===== config.mk =====
export PLATFORM = sky130hd
export DESIGN_NAME = pid_controller_conditional_antiwindup_unit
export DESIGN_NICKNAME = d
export VERILOG_FILES = /design/src/rtl/core/pidaw_pkg.sv /design/src/rtl/core/pidaw_mul.sv /design/src/rtl/core/pidaw_div.sv /design/src/rtl/core/pid_controller_conditional_antiwindup_unit.sv
export SDC_FILE = /design/constraint.sdc
export NUM_CORES = 2
export LEC_CHECK = 0
export BUFFER_PORTS_ARGS = -buffer_cell sky130_fd_sc_hd__clkbuf_2
export CORE_ASPECT_RATIO = 0.75
export CORE_MARGIN = 4
export CORE_UTILIZATION = 55
export DETAILED_ROUTE_END_ITERATION = 8
export PLACE_DENSITY = 0.74
export SLEW_MARGIN = 20
export SYNTH_ARGS = -nofsm -noshare
export SYNTH_HDL_FRONTEND = slang
export SYNTH_SLANG_ARGS = --single-unit

===== constraint.sdc =====
create_clock -name clk -period 8.2 [get_ports clk]
set_input_delay 0.82 -clock clk [delete_from_list [all_inputs] [get_ports clk]]
set_output_delay 0.82 -clock clk [all_outputs]
set_load 0.01 [all_outputs]

===== src/rtl/core/pidaw_pkg.sv =====
// Package for the PID controller with conditional-integration anti-windup.
// Holds payload structs, register indexes, widths and shared constants.
// No dependencies.
package pidaw_pkg;

  typedef struct packed {
    logic               cmd;
    logic signed [15:0] target;
    logic signed [15:0] measured;
  } in_beat_t;

  typedef struct packed {
    logic signed [31:0] drive;
    logic               integrated;
  } out_beat_t;

  typedef enum logic [2:0] {
    REG_KP  = 3'd0,
    REG_KI  = 3'd1,
    REG_KD  = 3'd2,
    REG_DT  = 3'd3,
    REG_LIM = 3'd4
  } reg_idx_t;

  localparam int unsigned ADDR_W     = 5;
  localparam logic [15:0] DT_MIN     = 16'd7;
  localparam logic [15:0] DT_RESET   = 16'd66;
  localparam logic [30:0] LIM_RESET  = 31'd10000;
  localparam int unsigned MUL_W      = 64;
  localparam int unsigned DIV_W      = 64;
  localparam int unsigned DIV_CNT_W  = 6;
  localparam int unsigned DIV_STEPS  = 64;

endpackage


===== src/rtl/core/pidaw_mul.sv =====
// Bit-serial unsigned multiplier: one multiplier bit per cycle.
// Depends on pidaw_pkg.
module pidaw_mul
  import pidaw_pkg::*;
(
  input  logic                   clk,
  input  logic                   rst_n,
  input  logic                   start,
  input  logic [MUL_W-1:0]       a,
  input  logic [MUL_W-1:0]       b,
  output logic [MUL_W-1:0]       p,
  output logic                   done
);

  logic [MUL_W-1:0]     acc_r, acc_nxt;
  logic [MUL_W-1:0]     mc_r, mc_nxt;
  logic [MUL_W-1:0]     mp_r, mp_nxt;
  logic                 busy_r, busy_nxt;
  logic                 done_r, done_nxt;

  always_comb begin
    acc_nxt  = acc_r;
    mc_nxt   = mc_r;
    mp_nxt   = mp_r;
    busy_nxt = busy_r;
    done_nxt = 1'b0;
    if (start) begin
      acc_nxt  = '0;
      mc_nxt   = a;
      mp_nxt   = b;
      busy_nxt = 1'b1;
    end else if (busy_r) begin
      if (mp_r[0]) begin
        acc_nxt = acc_r + mc_r;
      end
      mc_nxt = {mc_r[MUL_W-2:0], 1'b0};
      mp_nxt = {1'b0, mp_r[MUL_W-1:1]};
      if (mp_nxt == '0) begin
        busy_nxt = 1'b0;
        done_nxt = 1'b1;
      end
    end
  end

  always_ff @(posedge clk) begin
    if (!rst_n) begin
      busy_r <= 1'b0;
      done_r <= 1'b0;
    end else begin
      busy_r <= busy_nxt;
      done_r <= done_nxt;
    end
    acc_r <= acc_nxt;
    mc_r  <= mc_nxt;
    mp_r  <= mp_nxt;
  end

  assign p    = acc_r;
  assign done = done_r;

endmodule


===== src/rtl/core/pidaw_div.sv =====
// Restoring bit-serial divider: one quotient bit per cycle, 64 steps.
// Depends on pidaw_pkg.
module pidaw_div
  import pidaw_pkg::*;
(
  input  logic               clk,
  input  logic               rst_n,
  input  logic               start,
  input  logic [DIV_W-1:0]   num,
  input  logic [15:0]        den,
  output logic [DIV_W-1:0]   quo,
  output logic               done
);

  logic [DIV_W-1:0]     q_r, q_nxt;
  logic [16:0]          rem_r, rem_nxt;
  logic [DIV_CNT_W-1:0] cnt_r, cnt_nxt;
  logic                 busy_r, busy_nxt;
  logic                 done_r, done_nxt;
  logic [16:0]          trial;

  always_comb begin
    q_nxt    = q_r;
    rem_nxt  = rem_r;
    cnt_nxt  = cnt_r;
    busy_nxt = busy_r;
    done_nxt = 1'b0;
    trial    = {rem_r[15:0], q_r[DIV_W-1]};
    if (start) begin
      q_nxt    = num;
      rem_nxt  = '0;
      cnt_nxt  = '0;
      busy_nxt = 1'b1;
    end else if (busy_r) begin
      if (trial >= {1'b0, den}) begin
        rem_nxt = trial - {1'b0, den};
        q_nxt   = {q_r[DIV_W-2:0], 1'b1};
      end else begin
        rem_nxt = trial;
        q_nxt   = {q_r[DIV_W-2:0], 1'b0};
      end
      cnt_nxt = cnt_r + 1'b1;
      if (cnt_r == DIV_CNT_W'(DIV_STEPS - 1)) begin
        busy_nxt = 1'b0;
        done_nxt = 1'b1;
      end
    end
  end

  always_ff @(posedge clk) begin
    if (!rst_n) begin
      busy_r <= 1'b0;
      done_r <= 1'b0;
      cnt_r  <= '0;
    end else begin
      busy_r <= busy_nxt;
      done_r <= done_nxt;
      cnt_r  <= cnt_nxt;
    end
    q_r   <= q_nxt;
    rem_r <= rem_nxt;
  end

  assign quo  = q_r;
  assign done = done_r;

endmodule


===== src/rtl/core/pid_controller_conditional_antiwindup_unit.sv =====
// PID controller with conditional-integration anti-windup, bit-serial datapath.
// Clear beats skip the arithmetic; control-step duration is set by operand bit
// lengths in the shift-add multiplier and by the 64-step restoring divider, which
// is skipped below a sample period of 7.
// One item at a time; the next beat is taken the cycle after the result beat leaves.
// Reset (rst_n low, synchronous) zeroes gains, integral, previous error. Needs pidaw_pkg.
module pid_controller_conditional_antiwindup_unit
  import pidaw_pkg::*;
(
  input  logic               clk,
  input  logic               rst_n,
  input  logic               in_valid,
  output logic               in_ready,
  input  in_beat_t           in_data,
  output logic               out_valid,
  input  logic               out_ready,
  output out_beat_t          out_data,
  input  logic               cfg_psel,
  input  logic               cfg_penable,
  input  logic               cfg_pwrite,
  input  logic [ADDR_W-1:0]  cfg_paddr,
  input  logic [31:0]        cfg_pwdata,
  output logic [31:0]        cfg_prdata,
  output logic               cfg_pready
);

  typedef enum logic [3:0] {
    S_IDLE, S_KP, S_KPW, S_KD, S_KDW, S_DIV, S_DIVW, S_KI1, S_KI1W, S_KI2, S_KI2W,
    S_FIN, S_SUM, S_DRV, S_OUT
  } state_t;

  state_t state_r;
  logic [31:0] kp_r, ki_r, kd_r;
  logic [15:0] dt_r;
  logic [30:0] lim_r;
  logic signed [47:0] integ_r;
  logic signed [16:0] lerr_r;
  logic signed [16:0] err_r;
  logic signed [63:0] prop_r, deriv_r, tent_r, total_r;
  logic        dneg_r, ineg_r;
  logic [63:0] tmp_r;
  out_beat_t   out_r;
  logic        ovalid_r;

  logic             mul_start, mul_done, div_start, div_done;
  logic [63:0]      mul_a, mul_b, mul_p, div_q;
  logic [2:0]       reg_sel;
  logic             wr_en;

  assign reg_sel    = cfg_paddr[ADDR_W-1:2];
  assign wr_en      = cfg_psel & cfg_penable & cfg_pwrite;
  assign cfg_pready = 1'b1;

  always_comb begin
    unique case (reg_sel)
      REG_KP:  cfg_prdata = kp_r;
      REG_KI:  cfg_prdata = ki_r;
      REG_KD:  cfg_prdata = kd_r;
      REG_DT:  cfg_prdata = {16'd0, dt_r};
      REG_LIM: cfg_prdata = {1'b0, lim_r};
      default: cfg_prdata = '0;
    endcase
  end

  function automatic logic [63:0] mag64(input logic signed [63:0] v);
    mag64 = v[63] ? 64'(-v) : v;
  endfunction

  logic signed [63:0] kp_s, ki_s, kd_s, err_s, diff_s;
  logic signed [63:0] inc_s, ni;
  logic [63:0]        tmag, tlim, tot_mag;
  logic               opposes, do_int;
  logic signed [63:0] ipart;

  assign kp_s   = 64'(signed'(kp_r));
  assign ki_s   = 64'(signed'(ki_r));
  assign kd_s   = 64'(signed'(kd_r));
  assign err_s  = 64'(err_r);
  assign diff_s = 64'(err_r) - 64'(lerr_r);

  assign tmag    = mag64(tent_r);
  assign tlim    = {17'd0, lim_r, 16'd0};
  assign opposes = (err_r == '0) || (tent_r == '0) || (err_r[16] != tent_r[63]);
  assign do_int  = (ki_r != '0) && ((tmag < tlim) || opposes);
  assign inc_s   = ineg_r ? -$signed({16'd0, tmp_r[63:16]}) : $signed({16'd0, tmp_r[63:16]});

  always_comb begin
    ni = 64'(integ_r) + inc_s;
    if (ni > 64'sh7FFF_FFFF_FFFF)  ni = 64'sh7FFF_FFFF_FFFF;
    if (ni < -64'sh8000_0000_0000) ni = -64'sh8000_0000_0000;
  end

  logic signed [47:0] integ_use;
  assign integ_use = do_int ? ni[47:0] : integ_r;
  assign tot_mag   = mag64(total_r) >> 16;

  always_comb begin
    ipart = total_r[63] ? -$signed(tot_mag) : $signed(tot_mag);
    if (ipart > 64'sd2147483647)  ipart = 64'sd2147483647;
    if (ipart < -64'sd2147483648) ipart = -64'sd2147483648;
  end

  always_comb begin
    mul_start = 1'b0;
    div_start = 1'b0;
    mul_a     = '0;
    mul_b     = '0;
    unique case (state_r)
      S_KP: begin
        mul_start = 1'b1;
        mul_a = mag64(kp_s);
        mul_b = mag64(err_s);
      end
      S_KD: begin
        mul_start = 1'b1;
        mul_a = mag64(kd_s);
        mul_b = mag64(diff_s);
      end
      S_DIV:  div_start = 1'b1;
      S_KI1: begin
        mul_start = 1'b1;
        mul_a = mag64(ki_s);
        mul_b = mag64(err_s);
      end
      S_KI2: begin
        mul_start = 1'b1;
        mul_a = tmp_r;
        mul_b = {48'd0, dt_r};
      end
      default: ;
    endcase
  end

  pidaw_mul u_mul (
    .clk(clk), .rst_n(rst_n), .start(mul_start), .a(mul_a), .b(mul_b),
    .p(mul_p), .done(mul_done)
  );

  pidaw_div u_div (
    .clk(clk), .rst_n(rst_n), .start(div_start), .num({tmp_r[47:0], 16'd0}),
    .den(dt_r), .quo(div_q), .done(div_done)
  );

  assign in_ready  = (state_r == S_IDLE) && !ovalid_r;
  assign out_valid = ovalid_r;
  assign out_data  = out_r;

  always_ff @(posedge clk) begin
    if (!rst_n) begin
      state_r  <= S_IDLE;
      kp_r     <= '0;
      ki_r     <= '0;
      kd_r     <= '0;
      dt_r     <= DT_RESET;
      lim_r    <= LIM_RESET;
      integ_r  <= '0;
      lerr_r   <= '0;
      ovalid_r <= 1'b0;
    end else begin
      if (wr_en) begin
        unique case (reg_sel)
          REG_KP:  kp_r  <= cfg_pwdata;
          REG_KI:  ki_r  <= cfg_pwdata;
          REG_KD:  kd_r  <= cfg_pwdata;
          REG_DT:  dt_r  <= cfg_pwdata[15:0];
          REG_LIM: lim_r <= cfg_pwdata[30:0];
          default: ;
        endcase
      end
      if (ovalid_r && out_ready) begin
        ovalid_r <= 1'b0;
      end
      unique case (state_r)
        S_IDLE: begin
          if (in_valid && in_ready) begin
            if (in_data.cmd) begin
              integ_r <= '0;
              lerr_r  <= '0;
              out_r   <= '0;
              state_r <= S_OUT;
            end else begin
              err_r   <= 17'(in_data.target) - 17'(in_data.measured);
              state_r <= S_KP;
            end
          end
        end
        S_KP: state_r <= S_KPW;
        S_KPW: begin
          if (mul_done) begin
            prop_r  <= (kp_r[31] ^ err_r[16]) ? -$signed(mul_p) : $signed(mul_p);
            deriv_r <= '0;
            state_r <= (dt_r >= DT_MIN) ? S_KD : S_KI1;
          end
        end
        S_KD: begin
          dneg_r  <= (kd_r[31] ^ diff_s[63]) && (kd_r != '0) && (diff_s != '0);
          state_r <= S_KDW;
        end
        S_KDW: begin
          if (mul_done) begin
            tmp_r   <= mul_p;
            state_r <= S_DIV;
          end
        end
        S_DIV: state_r <= S_DIVW;
        S_DIVW: begin
          if (div_done) begin
            deriv_r <= dneg_r ? -$signed(div_q) : $signed(div_q);
            state_r <= S_KI1;
          end
        end
        S_KI1: begin
          ineg_r  <= (ki_r[31] != err_r[16]) && (err_r != '0);
          tent_r  <= prop_r + 64'(integ_r) + deriv_r;
          state_r <= S_KI1W;
        end
        S_KI1W: begin
          if (mul_done) begin
            tmp_r   <= mul_p;
            state_r <= S_KI2;
          end
        end
        S_KI2: state_r <= S_KI2W;
        S_KI2W: begin
          if (mul_done) begin
            tmp_r   <= mul_p;
            state_r <= S_FIN;
          end
        end
        S_FIN: begin
          integ_r          <= integ_use;
          lerr_r           <= err_r;
          out_r.integrated <= do_int;
          state_r          <= S_SUM;
        end
        S_SUM: begin
          total_r <= prop_r + 64'(integ_r) + deriv_r;
          state_r <= S_DRV;
        end
        S_DRV: begin
          out_r.drive <= ipart[31:0];
          state_r     <= S_OUT;
        end
        S_OUT: begin
          ovalid_r <= 1'b1;
          state_r  <= S_IDLE;
        end
        default: state_r <= S_IDLE;
      endcase
    end
  end

endmodule


==> reports/metrics.yaml <==
outcome: "complete, no violations"
antenna_found_initial: 10
cp_max_fo: 47
drive_above_1_share_pct: 8.70
synth-seq-cells: 867
grt_pass1_wl_um: 276000
crit_family: "simple AND/OR/NAND/NOR gates"
worstPathRequired_ns: 8.82
slowest_stage: "or4_1"
hold_path_class: "primary input to register"
setup_viol_count_final: 0
die-width_um: 379
ys.flop_type: "edfxtp_1"
ys_warn_count: 0
p_int_mw: 9.61
die_h_um: 287
fmax_ghz: 0.128
first_global_vias: 45149
routabilityCongestion: 0.989
hp-start: "out_ready"
htree_levels: 3
gr-total-overflow: 0
synth_edf_count: 548
grt_max_degree: 90
seqPwrFrac_pct: 42.1
layout_commonest_cell: "nand2_1"
combPwrFrac_pct: 29.6
syn_area_per_cell_um2: 9.12
initial_core_util_pct: 55.8
drtPass1Iterations: 6
timing.slew.headroom_pct: 12.8
cp_num_buf_inv: 3
finalNetCount: 6687
p_switching_mw: 5.25
startpoint: "tmp_r[21]"
area_growth_pct: 9.34
via_per_inst: 6.51
min_period_ns: 7.82
start_kind: "register"
placed_area_um2: 59100
holdWs_ns: 0.386
num_io_pins: 145
r2r_start: "tmp_r[21]"
final_cell_mix: "815 x nand2_1, 548 x edfxtp_1, 498 x nor2_1"
synthCells: 6242
maxCapViolations: 0
cts_sinks: 867
ys_types: 99
drt_iter0_markers: 6793
power.share.clock_pct: 28.2
rows: 101
final_cells: 7684
slowest_delay_ns: 0.62
track_usage_pct: 32.8
portBuffers: 141
hpwl_um: 137000
powerDensity_nw_per_um2: 239
ys_seq_area_share_pct: 40.1
crit_type: "register to register"
drc: 0
num_vias: 49998
core_area_um2: 102000
stdcell_area_um2: 62200
numCtsBuffers: 90
synthesis.area_um2: 56900
drv_slew: 0
final_core_util_pct: 61.0
swShare_pct: 35.3
fin_skew_ns: 0.0393
worstMarginPinSlew_ns: 1.30
peakVddDrop_mv: 0.190
wl_per_cell_um: 23.7
fin_crit_sh_pct: 95.4
die_area_um2: 109000
end_kind: "register"
drt_wl_total_um: 182000
antenna_left: 0
clk_pin_slew_ns: 0.07
finalHoldViolCount: 0
leakage_nw: 23.6
root_buffer: "clkbuf_16"
clockBufferDepth: 3
dp.cells: 7503
synth_fp_nets: 6669
cts_tree: "done"
arrival_ns: 8.44
setup_tns_ns: 0
synthArstFlopShare_pct: 0
worst_skew_pair.late_latency_ns: 0.71
registers in the layout, summed over array words and instances (netlist names), 4 cells and up:
| name | count |
|---|---|
| state_r | 4 |
| ki_r | 32 |
| u_mul.mp_r | 64 |
| lerr_r | 17 |
| kd_r | 32 |
| deriv_r | 64 |
| u_div.cnt_r | 6 |
| lim_r | 31 |
| tmp_r | 64 |
| kp_r | 32 |
| u_mul.mc_r | 64 |
| u_div.quo | 64 |
| total_r | 64 |
| prop_r | 64 |
| u_div.rem_r | 16 |
| out_data | 33 |
| tent_r | 64 |
| err_r | 17 |
| integ_r | 48 |
| dt_r | 16 |
| u_mul.p | 64 |
kinds of logic (layout without fill, tap and decap cells):
logic type	count (synthesis)	count (layout)	share of synthesized area, %
and+or+nand+nor	2191	2191	18.2
AOI/OAI and AO/OA	1655	1655	19.3
DFF	867	867	40.1
xor gates and xnor gates	560	560	8.63
buffers and inverters	529	622	3.58
adders and majority gates	350	350	8.60
muxes	88	88	1.61
other	2	12	0.0132
layout make-up:
cell class | count | area (µm²)
repair buffers | 250 | 1610
well taps | 1339 | 1680
clock inverters | 43 | 442
flip-flops and latches | 867 | 22800
multi-input cells | 4846 | 32300
fillers | 8535 | 39700
diodes | 10 | 25.0
inverters | 205 | 774
clock buffers | 124 | 2530
worst paths after layout:
| path | slack, ns | endpoint | cells after the start |
|---|---|---|---|
| setup / recovery | 0.38 | integ_r[28] | 28 |
| hold / removal | 0.39 | out_valid | 3 |
| setup reg to reg | 0.38 | integ_r[28] | 28 |
| hold reg to reg | 0.46 | kp_r[31] | 2 |
power groups by stage:
stage	combinational (mW)	clock, mW	sequential, mW
floorplan	3.29	0	6.04
detailed placement	4.26	0	6.30
CTS	4.29	4.21	6.22
global route	4.85	4.40	6.31
global placement	4.16	0	6.28
finish	4.40	4.19	6.26
stage by stage:
step | setup WS, ns | total power [mW]
2_1_floorplan | 0.361 | 9.32
3_3_place_gp | 0.208 | 10.4
3_5_place_dp | 0.0345 | 10.6
4_1_cts | 0.0813 | 14.7
5_1_grt | -0.0148 | 15.6
6_report | 0.377 | 14.9
cells in the mapped netlist (164+ instances only):
| library cell | instances | area share [%] |
|---|---|---|
| a21oi_1 | 478 | 4.2 |
| dfxtp_1 | 319 | 11 |
| nand3_1 | 164 | 1.4 |
| nand2_1 | 817 | 5.4 |
| inv_1 | 205 | 1.4 |
| nor2_1 | 503 | 3.3 |
| xor2_1 | 228 | 3.5 |
| ha_1 | 281 | 6.2 |
| xnor2_1 | 331 | 5.1 |
| edfxtp_1 | 548 | 29 |
| o21ai_0 | 303 | 2.7 |
| clkbuf_1 | 278 | 1.8 |
repair_timing:
item / CTS / global route
gates resized for setup: 1 / 9
buffers inserted: 0 / 2
gates cloned: 0 / 1
endpoints found under the setup margin: 11 / 47
hold buffers: 0 / 0
pin swaps: 0 / 1
worst register-to-register path, delay by kind of cell (launching register included):
| family | cells | cell delay, ns |
|---|---|---|
| buffers and inverters | 3 | 0.52 |
| flip-flops | 1 | 0.39 |
| AND/OR/NAND/NOR | 16 | 4.73 |
| adder cells (fa/ha/maj) | 1 | 0.28 |
| XOR/XNOR | 1 | 0.18 |
| AO/OA/AOI/OAI | 7 | 1.63 |
metal layers:
metal  global-route usage [%]  wire length (µm)
met1                     51.0             81100
met2                     43.0             69600
met3                     11.3             27000
met4                     7.70              4520
met5                     1.30                50
Power figures use the tool's default switching activity.
